==> config.mk <==
export PLATFORM = sky130hd
export DESIGN_NAME = motion_fault_debounce_detector
export DESIGN_NICKNAME = d
export VERILOG_FILES = /design/src/sv/mfdd_pkg.sv /design/src/sv/mfdd_accum.sv /design/src/sv/mfdd_isqrt.sv /design/src/sv/mfdd_classify.sv /design/src/sv/motion_fault_debounce_detector.sv
export SDC_FILE = /design/constraint.sdc
export NUM_CORES = 2
export LEC_CHECK = 0
export BUFFER_PORTS_ARGS = -buffer_cell sky130_fd_sc_hd__buf_2
export CAP_MARGIN = 25
export CELL_PAD_IN_SITES_DETAIL_PLACEMENT = 0
export CELL_PAD_IN_SITES_GLOBAL_PLACEMENT = 1
export CORE_AREA = 3 3 345 347
export CTS_BUF_LIST = sky130_fd_sc_hd__clkbuf_16
export CTS_CLUSTER_SIZE = 16
export DETAILED_ROUTE_END_ITERATION = 12
export DIE_AREA = 0 0 348 350
export PLACE_DENSITY = 0.73
export SYNTH_ARGS = -nofsm -noshare
export SYNTH_HDL_FRONTEND = slang
export SYNTH_HIERARCHICAL = 1
export SYNTH_SLANG_ARGS = --single-unit
==> constraint.sdc <==
create_clock -name clk_i -period 8.5 [get_ports clk_i]
set_input_delay 2.125 -clock clk_i [delete_from_list [all_inputs] [get_ports clk_i]]
set_output_delay 2.125 -clock clk_i [all_outputs]
set_load 0.02 [all_outputs]
==> src/sv/mfdd_pkg.sv <==
// ----------------------------------------------------------------------------
// mfdd_pkg
// Shared codes, reset values and types of the motion fault debounce detector.
// ----------------------------------------------------------------------------
package mfdd_pkg;

  // health codes
  localparam logic [1:0] HEALTH_OK     = 2'd0;
  localparam logic [1:0] HEALTH_WARN   = 2'd1;
  localparam logic [1:0] HEALTH_EMERG  = 2'd2;

  // fault codes
  localparam logic [1:0] FAULT_CLEAR     = 2'd0;
  localparam logic [1:0] FAULT_FREE_FALL = 2'd1;
  localparam logic [1:0] FAULT_ESTOP     = 2'd2;
  localparam logic [1:0] FAULT_VIBRATION = 2'd3;

  // configuration register indexes
  localparam logic [2:0] REG_FF_THR   = 3'd0;
  localparam logic [2:0] REG_IMP_THR  = 3'd1;
  localparam logic [2:0] REG_VIB_HIGH = 3'd2;
  localparam logic [2:0] REG_VIB_MED  = 3'd3;
  localparam logic [2:0] REG_Z_OFF    = 3'd4;
  localparam logic [2:0] REG_GOFF_X   = 3'd5;
  localparam logic [2:0] REG_GOFF_Y   = 3'd6;
  localparam logic [2:0] REG_GOFF_Z   = 3'd7;

  // configuration reset values
  localparam logic [15:0] FF_THR_RST   = 16'd1433;
  localparam logic [15:0] IMP_THR_RST  = 16'd1228;
  localparam logic [14:0] VIB_HIGH_RST = 15'd100;
  localparam logic [14:0] VIB_MED_RST  = 15'd50;

  // saturation limits of a 16 bit signed value
  localparam logic [15:0] SAT_POS = 16'h7FFF;
  localparam logic [15:0] SAT_NEG = 16'h8000;

  // thresholds seen by the classifier
  typedef struct packed {
    logic [15:0] ff;
    logic [15:0] imp;
    logic [15:0] hi;
    logic [15:0] med;
  } thr_t;

  // instant class of one sample
  typedef struct packed {
    logic [1:0]  health;
    logic [1:0]  fault;
    logic [15:0] value;
  } class_t;

endpackage

==> src/sv/mfdd_accum.sv <==
// ----------------------------------------------------------------------------
// mfdd_accum
// Axis-serial accumulator: one axis per cycle through shift lines, summing
// the accel squares and the absolute gyro deviations.
// ----------------------------------------------------------------------------
module mfdd_accum (
  input  logic               clk_i,
  input  logic               rst_ni,
  input  logic               start_i,
  input  logic signed [15:0] accel_x_i,
  input  logic signed [15:0] accel_y_i,
  input  logic signed [15:0] accel_z_i,
  input  logic signed [15:0] gyro_x_i,
  input  logic signed [15:0] gyro_y_i,
  input  logic signed [15:0] gyro_z_i,
  input  logic signed [15:0] goff_x_i,
  input  logic signed [15:0] goff_y_i,
  input  logic signed [15:0] goff_z_i,
  input  logic signed [15:0] z_off_i,
  output logic               done_o,
  output logic [31:0]        sq_sum_o,
  output logic [17:0]        vib_sum_o,
  output logic signed [16:0] dz_o
);

  logic signed [15:0] acc_sh_q [3];
  logic signed [15:0] gyr_sh_q [3];
  logic signed [15:0] off_sh_q [3];
  logic [31:0]        sq_q;
  logic [17:0]        vib_q;
  logic signed [16:0] dz_q;
  logic [1:0]         step_q;
  logic               run_q;
  logic               done_q;

  logic signed [31:0] sq_term;
  logic signed [16:0] gdiff;
  logic [16:0]        gabs;

  assign sq_term = acc_sh_q[0] * acc_sh_q[0];
  assign gdiff   = {gyr_sh_q[0][15], gyr_sh_q[0]} - {off_sh_q[0][15], off_sh_q[0]};
  assign gabs    = gdiff[16] ? 17'(-gdiff) : 17'(gdiff);

  always_ff @(posedge clk_i or negedge rst_ni) begin
    if (!rst_ni) begin
      run_q  <= 1'b0;
      done_q <= 1'b0;
      step_q <= '0;
    end else begin
      done_q <= 1'b0;
      if (start_i) begin
        run_q  <= 1'b1;
        step_q <= '0;
      end else if (run_q) begin
        step_q <= step_q + 2'd1;
        if (step_q == 2'd2) begin
          run_q  <= 1'b0;
          done_q <= 1'b1;
        end
      end
    end
  end

  always_ff @(posedge clk_i) begin
    if (start_i) begin
      acc_sh_q <= '{accel_x_i, accel_y_i, accel_z_i};
      gyr_sh_q <= '{gyro_x_i, gyro_y_i, gyro_z_i};
      off_sh_q <= '{goff_x_i, goff_y_i, goff_z_i};
      sq_q     <= '0;
      vib_q    <= '0;
      dz_q     <= {accel_z_i[15], accel_z_i} - {z_off_i[15], z_off_i};
    end else if (run_q) begin
      // accumulate the head axis, then advance the shift lines
      sq_q        <= sq_q + unsigned'(sq_term);
      vib_q       <= vib_q + 18'(gabs);
      acc_sh_q[0] <= acc_sh_q[1];
      acc_sh_q[1] <= acc_sh_q[2];
      gyr_sh_q[0] <= gyr_sh_q[1];
      gyr_sh_q[1] <= gyr_sh_q[2];
      off_sh_q[0] <= off_sh_q[1];
      off_sh_q[1] <= off_sh_q[2];
    end
  end

  assign done_o    = done_q;
  assign sq_sum_o  = sq_q;
  assign vib_sum_o = vib_q;
  assign dz_o      = dz_q;

endmodule

==> src/sv/mfdd_isqrt.sv <==
// ----------------------------------------------------------------------------
// mfdd_isqrt
// Digit-serial floor square root: two radicand bits enter per cycle,
// one root bit leaves per cycle.
// ----------------------------------------------------------------------------
module mfdd_isqrt (
  input  logic        clk_i,
  input  logic        rst_ni,
  input  logic        start_i,
  input  logic [31:0] rad_i,
  output logic        done_o,
  output logic [15:0] root_o
);

  logic [31:0] rad_sh_q;
  logic [16:0] rem_q;
  logic [15:0] root_q;
  logic [3:0]  iter_q;
  logic        run_q;
  logic        done_q;

  logic [18:0] cur;
  logic [18:0] trial;
  logic        fits;

  assign cur   = {rem_q, rad_sh_q[31:30]};
  assign trial = {1'b0, root_q, 2'b01};
  assign fits  = cur >= trial;

  always_ff @(posedge clk_i or negedge rst_ni) begin
    if (!rst_ni) begin
      run_q  <= 1'b0;
      done_q <= 1'b0;
      iter_q <= '0;
    end else begin
      done_q <= 1'b0;
      if (start_i) begin
        run_q  <= 1'b1;
        iter_q <= '0;
      end else if (run_q) begin
        iter_q <= iter_q + 4'd1;
        if (iter_q == 4'd15) begin
          run_q  <= 1'b0;
          done_q <= 1'b1;
        end
      end
    end
  end

  always_ff @(posedge clk_i) begin
    if (start_i) begin
      rad_sh_q <= rad_i;
      rem_q    <= '0;
      root_q   <= '0;
    end else if (run_q) begin
      rad_sh_q <= {rad_sh_q[29:0], 2'b00};
      if (fits) begin
        rem_q  <= 17'(cur - trial);
        root_q <= {root_q[14:0], 1'b1};
      end else begin
        rem_q  <= cur[16:0];
        root_q <= {root_q[14:0], 1'b0};
      end
    end
  end

  assign done_o = done_q;
  assign root_o = root_q;

endmodule

==> src/sv/mfdd_classify.sv <==
// ----------------------------------------------------------------------------
// mfdd_classify
// Instant class of one sample in priority order: free fall, impact,
// emergency shake, warning shake, stable.
// ----------------------------------------------------------------------------
module mfdd_classify (
  input  logic [15:0]         mag_i,
  input  logic signed [16:0]  dz_i,
  input  logic [17:0]         vib_i,
  input  mfdd_pkg::thr_t      thr_i,
  output mfdd_pkg::class_t    cls_o
);

  logic [16:0] dz_abs;
  logic [16:0] vib_half;
  logic [15:0] mag_sat;
  logic [15:0] dz_sat;
  logic [15:0] vib_sat;

  assign dz_abs   = dz_i[16] ? 17'(-dz_i) : 17'(dz_i);
  assign vib_half = vib_i[17:1];
  assign mag_sat  = mag_i[15] ? mfdd_pkg::SAT_POS : mag_i;
  assign vib_sat  = (|vib_half[16:15]) ? mfdd_pkg::SAT_POS : vib_half[15:0];

  always_comb begin
    case (dz_i[16:15])
      2'b01:   dz_sat = mfdd_pkg::SAT_POS;
      2'b10:   dz_sat = mfdd_pkg::SAT_NEG;
      default: dz_sat = dz_i[15:0];
    endcase
  end

  always_comb begin
    cls_o.health = mfdd_pkg::HEALTH_OK;
    cls_o.fault  = mfdd_pkg::FAULT_CLEAR;
    cls_o.value  = '0;
    if (mag_i < thr_i.ff) begin
      cls_o.health = mfdd_pkg::HEALTH_EMERG;
      cls_o.fault  = mfdd_pkg::FAULT_FREE_FALL;
      cls_o.value  = mag_sat;
    end else if (dz_abs > {1'b0, thr_i.imp}) begin
      cls_o.health = mfdd_pkg::HEALTH_EMERG;
      cls_o.fault  = mfdd_pkg::FAULT_ESTOP;
      cls_o.value  = dz_sat;
    end else if (vib_i > {2'b00, thr_i.hi}) begin
      cls_o.health = mfdd_pkg::HEALTH_EMERG;
      cls_o.fault  = mfdd_pkg::FAULT_VIBRATION;
      cls_o.value  = vib_sat;
    end else if (vib_i > {2'b00, thr_i.med}) begin
      cls_o.health = mfdd_pkg::HEALTH_WARN;
      cls_o.fault  = mfdd_pkg::FAULT_VIBRATION;
      cls_o.value  = vib_sat;
    end
  end

endmodule

==> src/sv/motion_fault_debounce_detector.sv <==
// ----------------------------------------------------------------------------
// motion_fault_debounce_detector
// Six-axis motion fault classifier with an up/down debounce counter.
// ----------------------------------------------------------------------------
// Each input beat is one raw accel/gyro sample; each produces exactly one
// result beat carrying the held health, held fault, held fault value and the
// debounce counter after that sample. A sample runs through the axis-serial
// accumulation (one axis a cycle through shift lines), the digit-serial
// square root of the accel sum of squares (one root bit a cycle), and
// hand-off and commit, the square root being the longest step; no new
// sample is accepted before it commits. The next sample is accepted while a
// result still waits on the output; its commit then holds until the
// waiting beat is taken. Write configuration only while no sample is in
// flight; a write that lands mid-sample is not held off.
module motion_fault_debounce_detector #(
  parameter int DEBOUNCE_LIMIT = 10
) (
  input  logic               clk_i,
  input  logic               rst_ni,
  // configuration write port
  input  logic               cfg_we_i,
  input  logic [2:0]         cfg_index_i,
  input  logic [15:0]        cfg_wdata_i,
  // sample channel
  input  logic               in_valid_i,
  output logic               in_ready_o,
  input  logic signed [15:0] accel_x_sample_i,
  input  logic signed [15:0] accel_y_sample_i,
  input  logic signed [15:0] accel_z_sample_i,
  input  logic signed [15:0] gyro_x_sample_i,
  input  logic signed [15:0] gyro_y_sample_i,
  input  logic signed [15:0] gyro_z_sample_i,
  // result channel
  output logic               out_valid_o,
  input  logic               out_ready_i,
  output logic [1:0]         health_level_o,
  output logic [1:0]         fault_kind_o,
  output logic signed [15:0] fault_value_o,
  output logic [3:0]         debounce_level_o
);

  // counter wide enough for the limit, and at least as wide as the output
  localparam int CW_MIN = $clog2(DEBOUNCE_LIMIT + 1);
  localparam int CW     = (CW_MIN > 4) ? CW_MIN : 4;
  localparam logic [CW-1:0] LIMIT = CW'(DEBOUNCE_LIMIT);

  // 1/5 as a fixed-point reciprocal, exact over the 18 bit range of 7*base
  localparam logic [19:0] RECIP5 = 20'd838861;

  // sequencer codes
  localparam logic [1:0] ST_IDLE = 2'd0;
  localparam logic [1:0] ST_ACC  = 2'd1;
  localparam logic [1:0] ST_ROOT = 2'd2;
  localparam logic [1:0] ST_DONE = 2'd3;

  logic [1:0] state_q, state_d;

  // configuration registers
  logic [15:0]        ff_thr_q, imp_thr_q;
  logic [14:0]        vib_high_q, vib_med_q;
  logic signed [15:0] z_off_q, goff_x_q, goff_y_q, goff_z_q;

  // held state
  logic [1:0]    held_health_q, held_health_d;
  logic [1:0]    held_fault_q, held_fault_d;
  logic [15:0]   held_value_q, held_value_d;
  logic [CW-1:0] cnt_q, cnt_d;
  logic          out_valid_q;

  // shake thresholds, scaled one per cycle while the axes accumulate
  logic        scl_idx_q;
  logic [15:0] hi_thr_q, med_thr_q;
  logic [15:0] scaled;

  logic               in_beat, commit;
  logic               acc_done, root_done;
  logic [31:0]        sq_sum;
  logic [17:0]        vib_sum;
  logic signed [16:0] dz;
  logic [15:0]        mag;
  mfdd_pkg::thr_t     thr;
  mfdd_pkg::class_t   cls;

  assign in_ready_o = (state_q == ST_IDLE);
  assign in_beat    = in_valid_i && in_ready_o;
  // commit only when the output slot is free or being emptied
  assign commit     = (state_q == ST_DONE) && (!out_valid_q || out_ready_i);

  // ---------------------------------------------------------------- config
  always_ff @(posedge clk_i or negedge rst_ni) begin
    if (!rst_ni) begin
      ff_thr_q   <= mfdd_pkg::FF_THR_RST;
      imp_thr_q  <= mfdd_pkg::IMP_THR_RST;
      vib_high_q <= mfdd_pkg::VIB_HIGH_RST;
      vib_med_q  <= mfdd_pkg::VIB_MED_RST;
      z_off_q    <= '0;
      goff_x_q   <= '0;
      goff_y_q   <= '0;
      goff_z_q   <= '0;
    end else if (cfg_we_i) begin
      case (cfg_index_i)
        mfdd_pkg::REG_FF_THR:   ff_thr_q   <= cfg_wdata_i;
        mfdd_pkg::REG_IMP_THR:  imp_thr_q  <= cfg_wdata_i;
        mfdd_pkg::REG_VIB_HIGH: vib_high_q <= cfg_wdata_i[14:0];
        mfdd_pkg::REG_VIB_MED:  vib_med_q  <= cfg_wdata_i[14:0];
        mfdd_pkg::REG_Z_OFF:    z_off_q    <= cfg_wdata_i;
        mfdd_pkg::REG_GOFF_X:   goff_x_q   <= cfg_wdata_i;
        mfdd_pkg::REG_GOFF_Y:   goff_y_q   <= cfg_wdata_i;
        mfdd_pkg::REG_GOFF_Z:   goff_z_q   <= cfg_wdata_i;
        default: ;
      endcase
    end
  end

  // ------------------------------------------------------ threshold scaler
  // Double the base; while a fault is held, cut to 7/10 of that, which is
  // floor(7 * base / 5).
  function automatic logic [15:0] scale_thr(input logic [14:0] base, input logic held);
    logic [17:0] x7;
    logic [37:0] prod;
    x7   = {base, 3'b000} - {3'b000, base};
    prod = {20'd0, x7} * {18'd0, RECIP5};
    return held ? prod[37:22] : {base, 1'b0};
  endfunction

  assign scaled = scale_thr(scl_idx_q ? vib_med_q : vib_high_q,
                            held_health_q != mfdd_pkg::HEALTH_OK);

  always_ff @(posedge clk_i or negedge rst_ni) begin
    if (!rst_ni) begin
      scl_idx_q <= 1'b0;
    end else if (in_beat) begin
      scl_idx_q <= 1'b0;
    end else if (state_q == ST_ACC) begin
      scl_idx_q <= 1'b1;
    end
  end

  always_ff @(posedge clk_i) begin
    if (state_q == ST_ACC) begin
      if (scl_idx_q) begin
        med_thr_q <= scaled;
      end else begin
        hi_thr_q <= scaled;
      end
    end
  end

  // ------------------------------------------------------------- datapath
  mfdd_accum u_accum (
    .clk_i     (clk_i),
    .rst_ni    (rst_ni),
    .start_i   (in_beat),
    .accel_x_i (accel_x_sample_i),
    .accel_y_i (accel_y_sample_i),
    .accel_z_i (accel_z_sample_i),
    .gyro_x_i  (gyro_x_sample_i),
    .gyro_y_i  (gyro_y_sample_i),
    .gyro_z_i  (gyro_z_sample_i),
    .goff_x_i  (goff_x_q),
    .goff_y_i  (goff_y_q),
    .goff_z_i  (goff_z_q),
    .z_off_i   (z_off_q),
    .done_o    (acc_done),
    .sq_sum_o  (sq_sum),
    .vib_sum_o (vib_sum),
    .dz_o      (dz)
  );

  mfdd_isqrt u_isqrt (
    .clk_i   (clk_i),
    .rst_ni  (rst_ni),
    .start_i (acc_done && (state_q == ST_ACC)),
    .rad_i   (sq_sum),
    .done_o  (root_done),
    .root_o  (mag)
  );

  assign thr.ff  = ff_thr_q;
  assign thr.imp = imp_thr_q;
  assign thr.hi  = hi_thr_q;
  assign thr.med = med_thr_q;

  mfdd_classify u_classify (
    .mag_i (mag),
    .dz_i  (dz),
    .vib_i (vib_sum),
    .thr_i (thr),
    .cls_o (cls)
  );

  // ------------------------------------------------------------ sequencer
  always_comb begin
    state_d = state_q;
    case (state_q)
      ST_IDLE: if (in_beat)   state_d = ST_ACC;
      ST_ACC:  if (acc_done)  state_d = ST_ROOT;
      ST_ROOT: if (root_done) state_d = ST_DONE;
      ST_DONE: if (commit)    state_d = ST_IDLE;
      default:                state_d = ST_IDLE;
    endcase
  end

  // ------------------------------------------------------------- debounce
  // Rise on a non-stable sample up to the limit and latch there; fall on a
  // stable one and clear everything held on reaching zero.
  always_comb begin
    cnt_d         = cnt_q;
    held_health_d = held_health_q;
    held_fault_d  = held_fault_q;
    held_value_d  = held_value_q;
    if (cls.health != mfdd_pkg::HEALTH_OK) begin
      if (cnt_q < LIMIT) cnt_d = cnt_q + CW'(1);
      if (cnt_d >= LIMIT) begin
        held_health_d = cls.health;
        held_fault_d  = cls.fault;
        held_value_d  = cls.value;
      end
    end else begin
      if (cnt_q != '0) cnt_d = cnt_q - CW'(1);
      if (cnt_d == '0) begin
        held_health_d = mfdd_pkg::HEALTH_OK;
        held_fault_d  = mfdd_pkg::FAULT_CLEAR;
        held_value_d  = '0;
      end
    end
  end

  always_ff @(posedge clk_i or negedge rst_ni) begin
    if (!rst_ni) begin
      state_q       <= ST_IDLE;
      out_valid_q   <= 1'b0;
      cnt_q         <= '0;
      held_health_q <= mfdd_pkg::HEALTH_OK;
      held_fault_q  <= mfdd_pkg::FAULT_CLEAR;
      held_value_q  <= '0;
    end else begin
      state_q <= state_d;
      if (commit) begin
        out_valid_q   <= 1'b1;
        cnt_q         <= cnt_d;
        held_health_q <= held_health_d;
        held_fault_q  <= held_fault_d;
        held_value_q  <= held_value_d;
      end else if (out_ready_i) begin
        out_valid_q <= 1'b0;
      end
    end
  end

  // the held state only moves at commit, so it doubles as the output beat
  assign out_valid_o      = out_valid_q;
  assign health_level_o   = held_health_q;
  assign fault_kind_o     = held_fault_q;
  assign fault_value_o    = held_value_q;
  assign debounce_level_o = cnt_q[3:0];

endmodule

==> flow_summary.json <==
{
  "yosys-top-cells-area": "fa_1, edfxtp_1, ha_1",
  "cts.sinks": 472,
  "setup_viol": 0,
  "finalHoldViolations": 0,
  "overflow": 0,
  "hpwl_um": 80800,
  "numPortBuffers": 145,
  "ys_seq_area_share_pct": 31.0,
  "tightest_slew_ns": 1.13,
  "worstSetupPathType": "reg -> reg",
  "nets": 4871,
  "synth_cell_types": 115,
  "cts_hold_buffers": 0,
  "muxShareOfSynthArea_pct": 8.65,
  "grt_pass1_vias": 29200,
  "synth_edf_count": 225,
  "syn_inst": 3858,
  "start_util_pct": 34.9,
  "cts_buffers": 54,
  "status": "completed",
  "synth-xor-area-share_pct": 3.36,
  "synth_top_family_by_area": "adder cells",
  "holdCritPathClass": "reg -> reg",
  "synthAdderAreaFrac_pct": 29.8,
  "grt_pass1_wl_um": 164000,
  "cts_tree": "done",
  "regToRegStartpoint": "scl_idx_q",
  "hold_depth": 0,
  "period_needed_ns": 8.21,
  "hold_start": "goff_z_q[3]",
  "fmax_mhz": 122,
  "area_growth_syn_to_layout_pct": 11.9,
  "slowest_stage": "fa_1",
  "r2r.worst_path.cells": 30,
  "io_pins": 146,
  "ys.flop_type": "edfxtp_1",
  "synth-simple-area-share_pct": 9.18,
  "vias": 27800,
  "worst_setup_path_start_kind": "flip-flop",
  "dieArea_um2": 122000,
  "clk_pin_slew_ns": 0.06,
  "r2r-end": "med_thr_q[12]",
  "clkLatencyLatePin_ns": 0.68,
  "yosys.area.top_type_share_pct": 17.8,
  "rows": 125,
  "async_flop_share_pct": 34.7,
  "drive_gt1_share_pct": 16.8,
  "fin_crit_sh_pct": 96.5,
  "drt_iter0_drc": 1583,
  "drt_wl_total_um": 102000,
  "htreeDepth": 2,
  "antenna_found_initial": 1,
  "yosysTopAreaCell": "fa_1",
  "layout_common_cells": "inv_1, ha_1, fa_1",
  "tns_ns": 0,
  "synth.avg_cell_area_um2": 10.5,
  "dieHeight_um": 350,
  "slew_violations": 0,
  "min_to": "u_accum/off_sh_q[3]",
  "dr.pass1.iters": 8,
  "synth_warnings": 6,
  "crit_fanout": 7,
  "netlist_area_um2": 40500,
  "grt_max_degree": 91,
  "die_x_um": 348,
  "avgRoutedWirePerCell_um": 18.3,
  "fin_skew_ns": 0.0800,
  "arrival_ns": 8.56,
  "worstSetupEndpointType": "flip-flop",
  "gp_congestion": 0.877,
  "relSlewSlack_pct": 24.8,
  "grt_util_all_layers_pct": 17.0,
  "drv_cap": 0,
  "required_ns": 8.85,
  "ys_ff_latch": 472,
  "reg2reg_setup_slack_ns": 0.29,
  "synthesis.nets": 4728,
  "cts-root-buf": "clkbuf_16",
  "core_area_um2": 116000,
  "ant_nets": 0,
  "layout_commonest_cell": "inv_1",
  "drc": 0,
  "viasPerCell": 4.98,
  "synth_compound_area_share_pct": 10.0,
  "clockBufferDepth": 3,
  "cp_slowest_stage_delay_ns": 0.56
}
[Yosys cell counts (8+ instances only)]
cell / n
a211oi_1: 25
a21o_1: 44
a21oi_1: 126
a22o_1: 20
a311oi_1: 13
a31oi_1: 41
and2_1: 58
and3_1: 22
buf_1: 17
buf_6: 8
clkbuf_1: 93
dfrtp_1: 147
dfstp_2: 17
dfxtp_1: 83
edfxtp_1: 225
fa_1: 360
ha_1: 390
inv_1: 708
mux2_2: 264
mux2i_1: 53
nand2_1: 199
nand2b_1: 14
nand3_1: 65
nand4_1: 28
nand4b_1: 8
nor2_1: 196
nor2b_1: 17
nor3_1: 41
nor3b_1: 8
o2111ai_1: 17
o211ai_1: 27
o21a_1: 21
o21ai_0: 112
o21ai_1: 8
o21bai_1: 16
o31ai_1: 13
or2_2: 14
or3_1: 26
xnor2_1: 117
xor2_1: 36
[area by class of cell]
class,count,area (µm²)
clock buffers,54,1350
inverters,711,2670
flip-flops and latches,472,12500
diodes,2,5.00
multi-input cells,2546,24900
repair buffers,216,1320
fillers,11500,70900
clock inverters,48,628
well taps,1524,1910
[kinds of logic (layout without fill, tap and decap cells)]
kind of cell,Yosys count,in the layout
fa+ha+maj,750,750
other cells,0,2
mux,317,317
compound gates,582,582
xor+xnor,154,154
flops,472,472
simple gates,743,743
buf+inv,840,1029
[critical path: cells and delay by family, from the launching register on]
kind / cells / cell delay (ns)
XOR/XNOR: 1 / 0.16
flip-flops: 1 / 0.44
adder cells (fa/ha/maj): 8 / 3.38
buffers and inverters: 7 / 0.63
AND/OR/NAND/NOR: 3 / 0.48
AO/OA/AOI/OAI: 10 / 2.40
multiplexers: 1 / 0.37
[timing repair]
item,in CTS,in global routing
endpoints found under the setup margin,12,28
pin swaps,0,10
buffers inserted,0,7
gates resized for setup,4,29
[sequential cells by signal (all words and copies together), names as in the netlist, 17 cells and up]
register and count:
u_accum/sq_sum_o 32, u_accum/vib_sum_o 18, u_accum/dz_o 17, u_accum/acc_sh_q 48, u_isqrt/rem_q 17, u_isqrt/rad_sh_q 32, u_accum/gyr_sh_q 48, u_accum/off_sh_q 48
[stage by stage]
stage / hold WS (ns) / util, % / instance area (µm²) / std cells / setup WS [ns]
2_1_floorplan: 0.419 / - / 40500 / 3858 / 0.0893
6_report: 0.442 / 39.0 / 45300 / 5573 / 0.293
3_3_place_gp: 0.422 / 37.0 / 43000 / 5455 / 0.00730
5_1_grt: 0.448 / 39.0 / 45300 / 5571 / -0.0369
4_1_cts: 0.442 / 38.8 / 45000 / 5559 / 0.000881
3_5_place_dp: 0.428 / 37.1 / 43100 / 5457 / 0.000525
[how the worst max path moves through the flow]
stage / end / slack, ns / start
2_1_floorplan: hi_thr_q[12] / 0.09 / scl_idx_q
3_3_place_gp: hi_thr_q[12] / 0.007 / scl_idx_q
3_5_place_dp: hi_thr_q[10] / 0.0005 / scl_idx_q
4_1_cts: med_thr_q[12] / 0.0009 / scl_idx_q
5_1_grt: med_thr_q[15] / -0.04 / scl_idx_q
6_report: med_thr_q[12] / 0.29 / scl_idx_q
[routing by layer]
| metal | global-route usage (%) | vias to the layer above | routed length (µm) |
|---|---|---|---|
| met2 | 30.9 | 514 | 52200 |
| met1 | 21.5 | 13800 | 43900 |
| li1 | - | 13300 | - |
| met3 | 2.24 | 130 | 3890 |
| met5 | 0 | - | 0 |
| met4 | 3.90 | 0 | 2190 |
Power is not shown: default switching activity piles up to over one toggle a cycle in this logic, so the estimate is an artifact.
